<file path="src/hdl/hbrp_pkg.sv">
package hbrp_pkg;

    localparam int PREFIX_LEN  = 6;
    localparam int PFX_IDX_W   = 3;
    localparam int VALUE_W     = 64;
    localparam int OUT_DEPTH   = 4;
    localparam int OUT_PTR_W   = 2;
    localparam int OUT_CNT_W   = 3;
    localparam int M_TDATA_W   = 136;

    localparam logic [7:0] CHAR_COMMA = 8'h2c;
    localparam logic [7:0] CHAR_DASH  = 8'h2d;
    localparam logic [7:0] CHAR_ZERO  = 8'h30;
    localparam logic [7:0] CHAR_NINE  = 8'h39;

    localparam logic KIND_RANGE  = 1'b0;
    localparam logic KIND_STATUS = 1'b1;
    localparam logic MODE_CHAR   = 1'b0;
    localparam logic MODE_END    = 1'b1;

    typedef enum logic [3:0] {
        HDR_LEAD   = 4'b0001,
        HDR_PREFIX = 4'b0010,
        HDR_SPECS  = 4'b0100,
        HDR_REJECT = 4'b1000
    } hdr_state_t;

    typedef enum logic [5:0] {
        SP_BEFORE_LEFT  = 6'b000001,
        SP_IN_LEFT      = 6'b000010,
        SP_AFTER_LEFT   = 6'b000100,
        SP_BEFORE_RIGHT = 6'b001000,
        SP_IN_RIGHT     = 6'b010000,
        SP_AFTER_RIGHT  = 6'b100000
    } spec_phase_t;

    typedef struct packed {
        spec_phase_t          phase;
        logic [VALUE_W-1:0]   left_value;
        logic                 left_has_digits;
        logic [VALUE_W-1:0]   right_value;
        logic                 right_has_digits;
        logic                 nonblank;
        logic                 bad;
    } spec_t;

    typedef struct packed {
        logic                 kind;
        logic [VALUE_W-1:0]   range_start;
        logic [VALUE_W-1:0]   range_end;
        logic                 present;
        logic                 unsatisfiable;
        logic                 last;
    } result_t;

    typedef struct packed {
        logic                 ok;
        logic [VALUE_W-1:0]   range_start;
        logic [VALUE_W-1:0]   range_end;
    } resolve_t;

    localparam spec_t SPEC_CLEAR = '{
        phase: SP_BEFORE_LEFT,
        left_value: '0,
        left_has_digits: 1'b0,
        right_value: '0,
        right_has_digits: 1'b0,
        nonblank: 1'b0,
        bad: 1'b0
    };

    function automatic logic is_ws(input logic [7:0] c);
        return (c == 8'h20) || (c >= 8'h09 && c <= 8'h0d);
    endfunction

    function automatic logic [7:0] to_lower(input logic [7:0] c);
        if (c >= 8'h41 && c <= 8'h5a) begin
            return c + 8'd32;
        end
        return c;
    endfunction

    function automatic logic [7:0] unit_char(input logic [PFX_IDX_W-1:0] idx);
        logic [7:0] c;
        unique case (idx)
            3'd0:    c = 8'h62;
            3'd1:    c = 8'h79;
            3'd2:    c = 8'h74;
            3'd3:    c = 8'h65;
            3'd4:    c = 8'h73;
            3'd5:    c = 8'h3d;
            default: c = 8'h00;
        endcase
        return c;
    endfunction

    // v*10 + d as shift-add; bit VALUE_W flags overflow
    function automatic logic [VALUE_W:0] acc_digit(input logic [VALUE_W-1:0] v,
                                                   input logic [3:0] d);
        logic [VALUE_W+3:0] sum;
        sum = ({4'b0, v} << 3) + ({4'b0, v} << 1) + {{VALUE_W{1'b0}}, d};
        return {|sum[VALUE_W+3:VALUE_W], sum[VALUE_W-1:0]};
    endfunction

endpackage

</file>
<file path="src/hdl/hbrp_resolve.sv">
module hbrp_resolve
    import hbrp_pkg::*;
(
    input  spec_t              spec,
    input  logic [VALUE_W-1:0] size_bytes,
    output resolve_t           res
);

    logic               right_phase;
    logic               size_nz;
    logic [VALUE_W-1:0] size_m1;
    logic [VALUE_W-1:0] suffix_cnt;
    logic               suffix_ok;
    logic               open_ok;

    assign right_phase = (spec.phase == SP_BEFORE_RIGHT) || (spec.phase == SP_IN_RIGHT)
                      || (spec.phase == SP_AFTER_RIGHT);
    assign size_nz     = |size_bytes;
    assign size_m1     = size_bytes - VALUE_W'(1);
    assign suffix_cnt  = (spec.right_value > size_bytes) ? size_bytes : spec.right_value;
    assign suffix_ok   = !spec.left_has_digits && spec.right_has_digits
                      && (|spec.right_value);
    assign open_ok     = spec.left_has_digits && (spec.left_value < size_bytes)
                      && (!spec.right_has_digits || spec.right_value >= spec.left_value);

    always_comb begin
        res.ok = spec.nonblank && !spec.bad && right_phase && size_nz
              && (suffix_ok || open_ok);
        if (!spec.left_has_digits) begin
            res.range_start = size_bytes - suffix_cnt;
            res.range_end   = size_m1;
        end else begin
            res.range_start = spec.left_value;
            if (!spec.right_has_digits || spec.right_value >= size_bytes) begin
                res.range_end = size_m1;
            end else begin
                res.range_end = spec.right_value;
            end
        end
    end

endmodule

</file>
<file path="src/hdl/hbrp_out_fifo.sv">
module hbrp_out_fifo
    import hbrp_pkg::*;
(
    input  logic          aclk,
    input  logic          aresetn,
    input  logic [1:0]    push_n,
    input  result_t       push_a,
    input  result_t       push_b,
    output logic          room_two,
    output logic          out_valid,
    input  logic          out_ready,
    output result_t       out_data
);

    result_t                mem [OUT_DEPTH];
    logic [OUT_PTR_W-1:0]   wr_ptr_reg, wr_ptr_next;
    logic [OUT_PTR_W-1:0]   rd_ptr_reg, rd_ptr_next;
    logic [OUT_CNT_W-1:0]   count_reg, count_next;
    logic                   pop;

    assign out_valid = |count_reg;
    assign out_data  = mem[rd_ptr_reg];
    assign pop       = out_valid && out_ready;
    assign room_two  = count_reg <= OUT_CNT_W'(OUT_DEPTH - 2);

    always_comb begin
        wr_ptr_next = wr_ptr_reg + OUT_PTR_W'(push_n);
        rd_ptr_next = rd_ptr_reg + OUT_PTR_W'(pop);
        count_next  = count_reg + OUT_CNT_W'(push_n) - OUT_CNT_W'(pop);
    end

    always_ff @(posedge aclk) begin
        if (push_n != 2'd0) begin
            mem[wr_ptr_reg] <= push_a;
        end
        if (push_n == 2'd2) begin
            mem[wr_ptr_reg + OUT_PTR_W'(1)] <= push_b;
        end
    end

    always_ff @(posedge aclk) begin
        if (!aresetn) begin
            wr_ptr_reg <= '0;
            rd_ptr_reg <= '0;
            count_reg  <= '0;
        end else begin
            wr_ptr_reg <= wr_ptr_next;
            rd_ptr_reg <= rd_ptr_next;
            count_reg  <= count_next;
        end
    end

endmodule

</file>
<file path="src/hdl/http_byte_range_parser.sv">
// Channel   Dir  Handshake          Payload
// s_*       in   s_tvalid/s_tready  tdata: char_byte; tuser: mode
// m_*       out  m_tvalid/m_tready  tdata: range_start, range_end, present,
//                                   unsatisfiable; tuser: kind; tlast: last
// cfg_*     in   cfg_we             cfg_wdata: object size in bytes
//
// One character per cycle. A character is latched in an input register, parsed
// from there, and its results (at most two) land in a 4-entry output queue.
// Input stalls only when the queue has fewer than two free entries.
// Reset is synchronous and clears parser state, the size register and the queue.
module http_byte_range_parser
    import hbrp_pkg::*;
(
    input  logic                  aclk,
    input  logic                  aresetn,
    input  logic                  cfg_we,
    input  logic [VALUE_W-1:0]    cfg_wdata,
    input  logic                  s_tvalid,
    output logic                  s_tready,
    input  logic [7:0]            s_tdata,   // [7:0] char_byte
    input  logic                  s_tuser,   // [0] mode
    output logic                  m_tvalid,
    input  logic                  m_tready,
    output logic [M_TDATA_W-1:0]  m_tdata,   // [63:0] range_start, [127:64] range_end,
                                             // [128] present, [129] unsatisfiable
    output logic                  m_tuser,   // [0] kind
    output logic                  m_tlast
);

    logic [VALUE_W-1:0]   size_reg;
    logic                 in_valid_reg;
    logic                 in_mode_reg;
    logic [7:0]           in_char_reg;

    hdr_state_t           hdr_reg, hdr_next;
    logic [PFX_IDX_W-1:0] pfx_reg, pfx_next;
    spec_t                spec_reg, spec_next;
    logic                 seen_reg, seen_next;
    logic                 emitted_reg, emitted_next;

    logic                 fire;
    logic                 room_two;
    resolve_t             res;
    logic [1:0]           push_n;
    result_t              push_a, push_b;
    result_t              out_data;
    result_t              range_res, status_res;
    logic [3:0]           digit;
    logic                 is_digit;
    logic [VALUE_W:0]     left_acc, right_acc;
    logic [PFX_IDX_W-1:0] idx;
    logic                 seen_eff, emitted_eff;

    assign fire     = in_valid_reg && room_two;
    assign s_tready = !in_valid_reg || fire;

    hbrp_resolve u_resolve (
        .spec       (spec_reg),
        .size_bytes (size_reg),
        .res        (res)
    );

    hbrp_out_fifo u_out_fifo (
        .aclk      (aclk),
        .aresetn   (aresetn),
        .push_n    (push_n),
        .push_a    (push_a),
        .push_b    (push_b),
        .room_two  (room_two),
        .out_valid (m_tvalid),
        .out_ready (m_tready),
        .out_data  (out_data)
    );

    assign m_tdata = {6'b0, out_data.unsatisfiable, out_data.present,
                      out_data.range_end, out_data.range_start};
    assign m_tuser = out_data.kind;
    assign m_tlast = out_data.last;

    assign digit       = 4'(in_char_reg - CHAR_ZERO);
    assign is_digit    = (in_char_reg >= CHAR_ZERO) && (in_char_reg <= CHAR_NINE);
    assign left_acc    = acc_digit(spec_reg.left_value, digit);
    assign right_acc   = acc_digit(spec_reg.right_value, digit);
    assign idx         = (hdr_reg == HDR_LEAD) ? '0 : pfx_reg;
    assign seen_eff    = seen_reg || spec_reg.nonblank;
    assign emitted_eff = emitted_reg || res.ok;

    always_comb begin
        range_res = '{kind: KIND_RANGE, range_start: res.range_start,
                      range_end: res.range_end, present: 1'b0,
                      unsatisfiable: 1'b0, last: 1'b0};
        status_res = '{kind: KIND_STATUS, range_start: '0, range_end: '0,
                       present: 1'b0, unsatisfiable: 1'b0, last: 1'b1};
        if (hdr_reg == HDR_SPECS) begin
            status_res.present       = seen_eff;
            status_res.unsatisfiable = seen_eff && !emitted_eff;
        end
    end

    always_comb begin
        hdr_next     = hdr_reg;
        pfx_next     = pfx_reg;
        spec_next    = spec_reg;
        seen_next    = seen_reg;
        emitted_next = emitted_reg;
        push_n       = 2'd0;
        push_a       = range_res;
        push_b       = status_res;
        if (fire) begin
            if (in_mode_reg == MODE_END) begin
                if (hdr_reg == HDR_SPECS && res.ok) begin
                    push_n = 2'd2;
                end else begin
                    push_n = 2'd1;
                    push_a = status_res;
                end
                hdr_next     = HDR_LEAD;
                pfx_next     = '0;
                spec_next    = SPEC_CLEAR;
                seen_next    = 1'b0;
                emitted_next = 1'b0;
            end else begin
                unique case (hdr_reg)
                    HDR_LEAD, HDR_PREFIX: begin
                        if (!(hdr_reg == HDR_LEAD && is_ws(in_char_reg))) begin
                            if (to_lower(in_char_reg) == unit_char(idx)) begin
                                if (idx == PFX_IDX_W'(PREFIX_LEN - 1)) begin
                                    hdr_next = HDR_SPECS;
                                end else begin
                                    hdr_next = HDR_PREFIX;
                                    pfx_next = idx + PFX_IDX_W'(1);
                                end
                            end else begin
                                hdr_next = HDR_REJECT;
                            end
                        end
                    end
                    HDR_SPECS: begin
                        if (in_char_reg == CHAR_COMMA) begin
                            push_n       = {1'b0, res.ok};
                            seen_next    = seen_eff;
                            emitted_next = emitted_eff;
                            spec_next    = SPEC_CLEAR;
                        end else if (is_ws(in_char_reg)) begin
                            if (spec_reg.phase == SP_IN_LEFT) begin
                                spec_next.phase = SP_AFTER_LEFT;
                            end else if (spec_reg.phase == SP_IN_RIGHT) begin
                                spec_next.phase = SP_AFTER_RIGHT;
                            end
                        end else begin
                            spec_next.nonblank = 1'b1;
                            if (!spec_reg.bad) begin
                                if (is_digit) begin
                                    if (spec_reg.phase == SP_BEFORE_LEFT
                                        || spec_reg.phase == SP_IN_LEFT) begin
                                        spec_next.left_value      = left_acc[VALUE_W-1:0];
                                        spec_next.bad             = left_acc[VALUE_W];
                                        spec_next.left_has_digits = 1'b1;
                                        spec_next.phase           = SP_IN_LEFT;
                                    end else if (spec_reg.phase == SP_BEFORE_RIGHT
                                                 || spec_reg.phase == SP_IN_RIGHT) begin
                                        spec_next.right_value      = right_acc[VALUE_W-1:0];
                                        spec_next.bad              = right_acc[VALUE_W];
                                        spec_next.right_has_digits = 1'b1;
                                        spec_next.phase            = SP_IN_RIGHT;
                                    end else begin
                                        spec_next.bad = 1'b1;
                                    end
                                end else if (in_char_reg == CHAR_DASH) begin
                                    if (spec_reg.phase == SP_BEFORE_LEFT
                                        || spec_reg.phase == SP_IN_LEFT
                                        || spec_reg.phase == SP_AFTER_LEFT) begin
                                        spec_next.phase = SP_BEFORE_RIGHT;
                                    end else begin
                                        spec_next.bad = 1'b1;
                                    end
                                end else begin
                                    spec_next.bad = 1'b1;
                                end
                            end
                        end
                    end
                    HDR_REJECT: begin
                    end
                    default: begin
                        hdr_next = HDR_REJECT;
                    end
                endcase
            end
        end
    end

    always_ff @(posedge aclk) begin
        if (!aresetn) begin
            size_reg     <= '0;
            in_valid_reg <= 1'b0;
            in_mode_reg  <= 1'b0;
            in_char_reg  <= '0;
            hdr_reg      <= HDR_LEAD;
            pfx_reg      <= '0;
            spec_reg     <= SPEC_CLEAR;
            seen_reg     <= 1'b0;
            emitted_reg  <= 1'b0;
        end else begin
            if (cfg_we) begin
                size_reg <= cfg_wdata;
            end
            if (s_tready) begin
                in_valid_reg <= s_tvalid;
                in_mode_reg  <= s_tuser;
                in_char_reg  <= s_tdata;
            end
            hdr_reg     <= hdr_next;
            pfx_reg     <= pfx_next;
            spec_reg    <= spec_next;
            seen_reg    <= seen_next;
            emitted_reg <= emitted_next;
        end
    end

endmodule
</file>
<file path="config.mk">
export PLATFORM = sky130hd
export DESIGN_NAME = http_byte_range_parser
export DESIGN_NICKNAME = d
export VERILOG_FILES = /design/src/hdl/hbrp_pkg.sv /design/src/hdl/hbrp_resolve.sv /design/src/hdl/hbrp_out_fifo.sv /design/src/hdl/http_byte_range_parser.sv
export SDC_FILE = /design/constraint.sdc
export NUM_CORES = 2
export LEC_CHECK = 0
export BUFFER_PORTS_ARGS = -buffer_cell sky130_fd_sc_hd__buf_4
export CAP_MARGIN = 20
export CORE_AREA = 4 4 298 300
export DETAILED_ROUTE_END_ITERATION = 10
export DIE_AREA = 0 0 302 304
export PLACE_DENSITY = 0.77
export SLEW_MARGIN = 20
export SYNTH_ARGS = -nofsm -noshare
export SYNTH_HDL_FRONTEND = slang
export SYNTH_SLANG_ARGS = --single-unit
export TNS_END_PERCENT = 5
</file>
<file path="constraint.sdc">
create_clock -name aclk -period 6.15 [get_ports aclk]
set_clock_uncertainty 0.2 [all_clocks]
set_input_delay 0.9225 -clock aclk [delete_from_list [all_inputs] [get_ports aclk]]
set_output_delay 0.9225 -clock aclk [all_outputs]
set_load 0.02 [all_outputs]
</file>
==> summary.txt <==
Synthesis
  – Post-synth EDFFs: 8
  – Yosys reg bits: ~750
  – Synthesized area per cell: between 8 and 9 um2
  – Synth cell types: 89
  – Top cells by area, synth: dfxtp_1 (30%), ha_1 (13%), mux4_2 (6.0%)
  – Async S/R FF share, synth: 0
  – Synth top area share: 0.305
  – Main synth FF type: dfxtp_1
  – Cells after synthesis: 5,507
  – Dominant cell by count in the synthesized netlist: dfxtp_1
  – Synthesis warning total: 0
  – Synth area leader: dfxtp_1
  – Syn Std Cell Area: 48,900 um2
  – Post-synthesis sequential area ratio: 0.310
  – Top cells by instance count after synthesis: dfxtp_1 (744), ha_1 (522), nand2_1 (502)

Placement
  – Placed wire-length estimate: 134,000 um
  – DP Area: 54,400 um2
  – Port-buffer cells: 211
  – Placer congestion estimate: 1.04

Finish
  – Sequential standard cell area: 15,200 um2
  – Area occupied by multi-input gates: 31,800 um2
  – Filler instances: 7,103
  – Antenna diodes: 0
  – Util after Layout: 0.668
  – Layout area overhead: 17.9%
  – Final instance area: approximately 58,000 um2
  – Layout cells sized above 1: 0.185
  – Layout net count: 6,582
  – Max reg flops: 524

Global route
  – Number of global-route vias before repair: 44.7k
  – First-pass GRT wire length: 269,000 um
  – Initial antenna violation count: 2
  – Overflow after GRT: 0
  – Overall Global Routing Usage: 0.375
  – Largest net degree at the start of global routing: 102

CTS
  – Clock Pin Slew Worst Setup and Hold Paths: 60 ps
  – Root Buffer: clkbuf_16
  – CTS H-tree lvls: 3
  – CTS tree: built
  – Inserted Clock Buffers: 82
  – Worst-Skew Late Latency: slightly below 700 ps
  – Clock buffer depth: 3
  – # clock sinks: 752
  – # hold bufs at CTS: 0

Worst setup path
  – Arrival time worst endpoint: 6400 ps
  – Crit path launch type: flop
  – R2R cell count: 28
  – Worst Path Max Fanout: 9
  – Critical Path Max Stage Delay: 510 ps
  – WS Path Type: flop to flop
  – Worst path slowest cell: a2111o_1
  – Instance count on the critical path: 28
  – Critical Path RT: roughly 6500 ps
  – CP delay by family, top: compound AO/OA/AOI/OAI gates
  – Most used cell along the critical path: buf_4
  – Worst setup EP type: flop
  – WP buf/inv: 7

Timing
  – Slew @ Worst Pin: 1270 ps
  – Final TNS setup: 0 ps
  – RSZ-0062 raised after global routing: yes
  – Slew headroom: 0.149
  – FMAX: roughly 170 MHz
  – Final hold vios: 0
  – Final Max Slew Viols: 0
  – Fin crit share: 0.983
  – # setup viols final: 0
  – Final min period: 6040 ps

Floorplanning
  – Die area: between 90,000 and 100,000 um2
  – Starting Density: 0.567
  – Cell Rows: around 110
  – Core area: 86,200 um2
  – Die Y: 304 um
  – Die outline width: roughly 300 um
  – IO Count: 218

Min path
  – Min-Delay Path Depth: 2
  – Min-delay worst type: flop to flop

Outcome
  – Status: finished, final reports clean

Power and ir drop
  – Maximum vdd drop: about 0.29 mV
  – P_leak: 26.0 nW
  – PD cells: approximately 260 nW/um2

Detailed routing
  – TritonRoute pass-1 iters: 7
  – DR WL/cell: 24.8 um
  – Routed WL: 178,000 um
  – Antenna Violating Nets Remaining: 0
  – Vias: around 47k
  – 1st-iter DRT viols: 5,352
  – DRC Markers: 0
  – DR vias/cell: 6.52

Job
  – Max_cap viols: 0
-- final timing paths --
| check | start | to | slack [ps] |
|---|---|---|---|
| max | size_reg[17]$_SDFFE_PN0P_ | u_out_fifo.mem[2][130]$_SDFFE_PP0P_ | 110 |
| min | u_out_fifo.mem[1][0]$_SDFFE_PP1P_ | u_out_fifo.mem[1][0]$_SDFFE_PP1P_ | 250 |
| max reg2reg | size_reg[17]$_SDFFE_PN0P_ | u_out_fifo.mem[2][130]$_SDFFE_PP0P_ | 110 |
| min reg2reg | u_out_fifo.mem[1][0]$_SDFFE_PP1P_ | u_out_fifo.mem[1][0]$_SDFFE_PP1P_ | 250 |
-- layer usage --
layer / GRT usage / share of wire / up-vias
met5: 0 / 0.000073 / -
met4: 0.177 / 0.055 / 2
met3: 0.0615 / 0.11 / 432
met2: 0.547 / 0.42 / 2621
met1: 0.539 / 0.42 / 22500
li1: - / - / 21300
-- cells by family (layout without fill, tap and decap cells) --
| group | count (synthesis) | in the layout | synth area share |
|---|---|---|---|
| AO/OA/AOI/OAI | 1612 | 1612 | 0.226 |
| buffers and inverters | 567 | 1091 | 0.0502 |
| adder cells (fa/ha/maj) | 528 | 528 | 0.136 |
| multiplexers | 289 | 289 | 0.0928 |
| XOR/XNOR | 249 | 249 | 0.0446 |
| AND/OR/NAND/NOR | 1509 | 1509 | 0.141 |
| other | 1 | 6 | 0.0000767 |
| flip-flops | 752 | 752 | 0.310 |
-- worst register-to-register path: cells and delay by family (launching register included) --
kind            cells  cell delay (ps)
simple gates        7             1330
flops               1              330
mux                 1              130
compound gates     11             2270
fa+ha+maj           2              650
buf+inv             7             1060
-- what timing repair did --
action                                  4_1_cts  5_1_grt
setup buffers                                 0        8
gates cloned                                  0        0
resized for setup                            16       75
endpoints found under the setup margin       55      142
pin swaps                                     5       25
-- stage by stage --
step	hold slack [ps]	total power, mW	worst slack [ps]	std cells
2_1_floorplan	218	8.26	57.2	5512
3_3_place_gp	228	10.0	-92.0	7038
3_5_place_dp	236	10.1	-227	7039
4_1_cts	248	15.0	-44.3	7183
5_1_grt	270	15.6	-157	7191
6_report	251	15.1	106	7191
-- cells in the final DEF (no fill, tap or decap), types with 152 or more instances in the layout --
cell type    n
dfxtp_1    733
a22o_1     248
nand3_1    162
a21o_1     167
a21oi_1    383
nor2_1     438
xnor2_1    178
o21ai_0    239
nand2_1    498
ha_1       519
mux2i_1    152
buf_4      715
inv_1      210
-- report_power, final --
| part | leakage, nW | total, mW | switching, mW | internal, mW |
|---|---|---|---|---|
| registers | 6.12 | 5.64 | 0.330 | 5.31 |
| clock network | 1.31 | 4.96 | 2.19 | 2.77 |
| logic | 18.5 | 4.49 | 2.41 | 2.08 |
-- layout make-up --
type | count | share of cell area
inverter | 213 | 0.0140
timing repair buffer | 734 | 0.0991
multi-input combinational | 4193 | 0.552
tap | 1155 | 0.0251
clock buffer | 114 | 0.0409
sequential | 752 | 0.263
clock inverter | 30 | 0.00634
No activity file was read; power rests on OpenSTA's default activity.
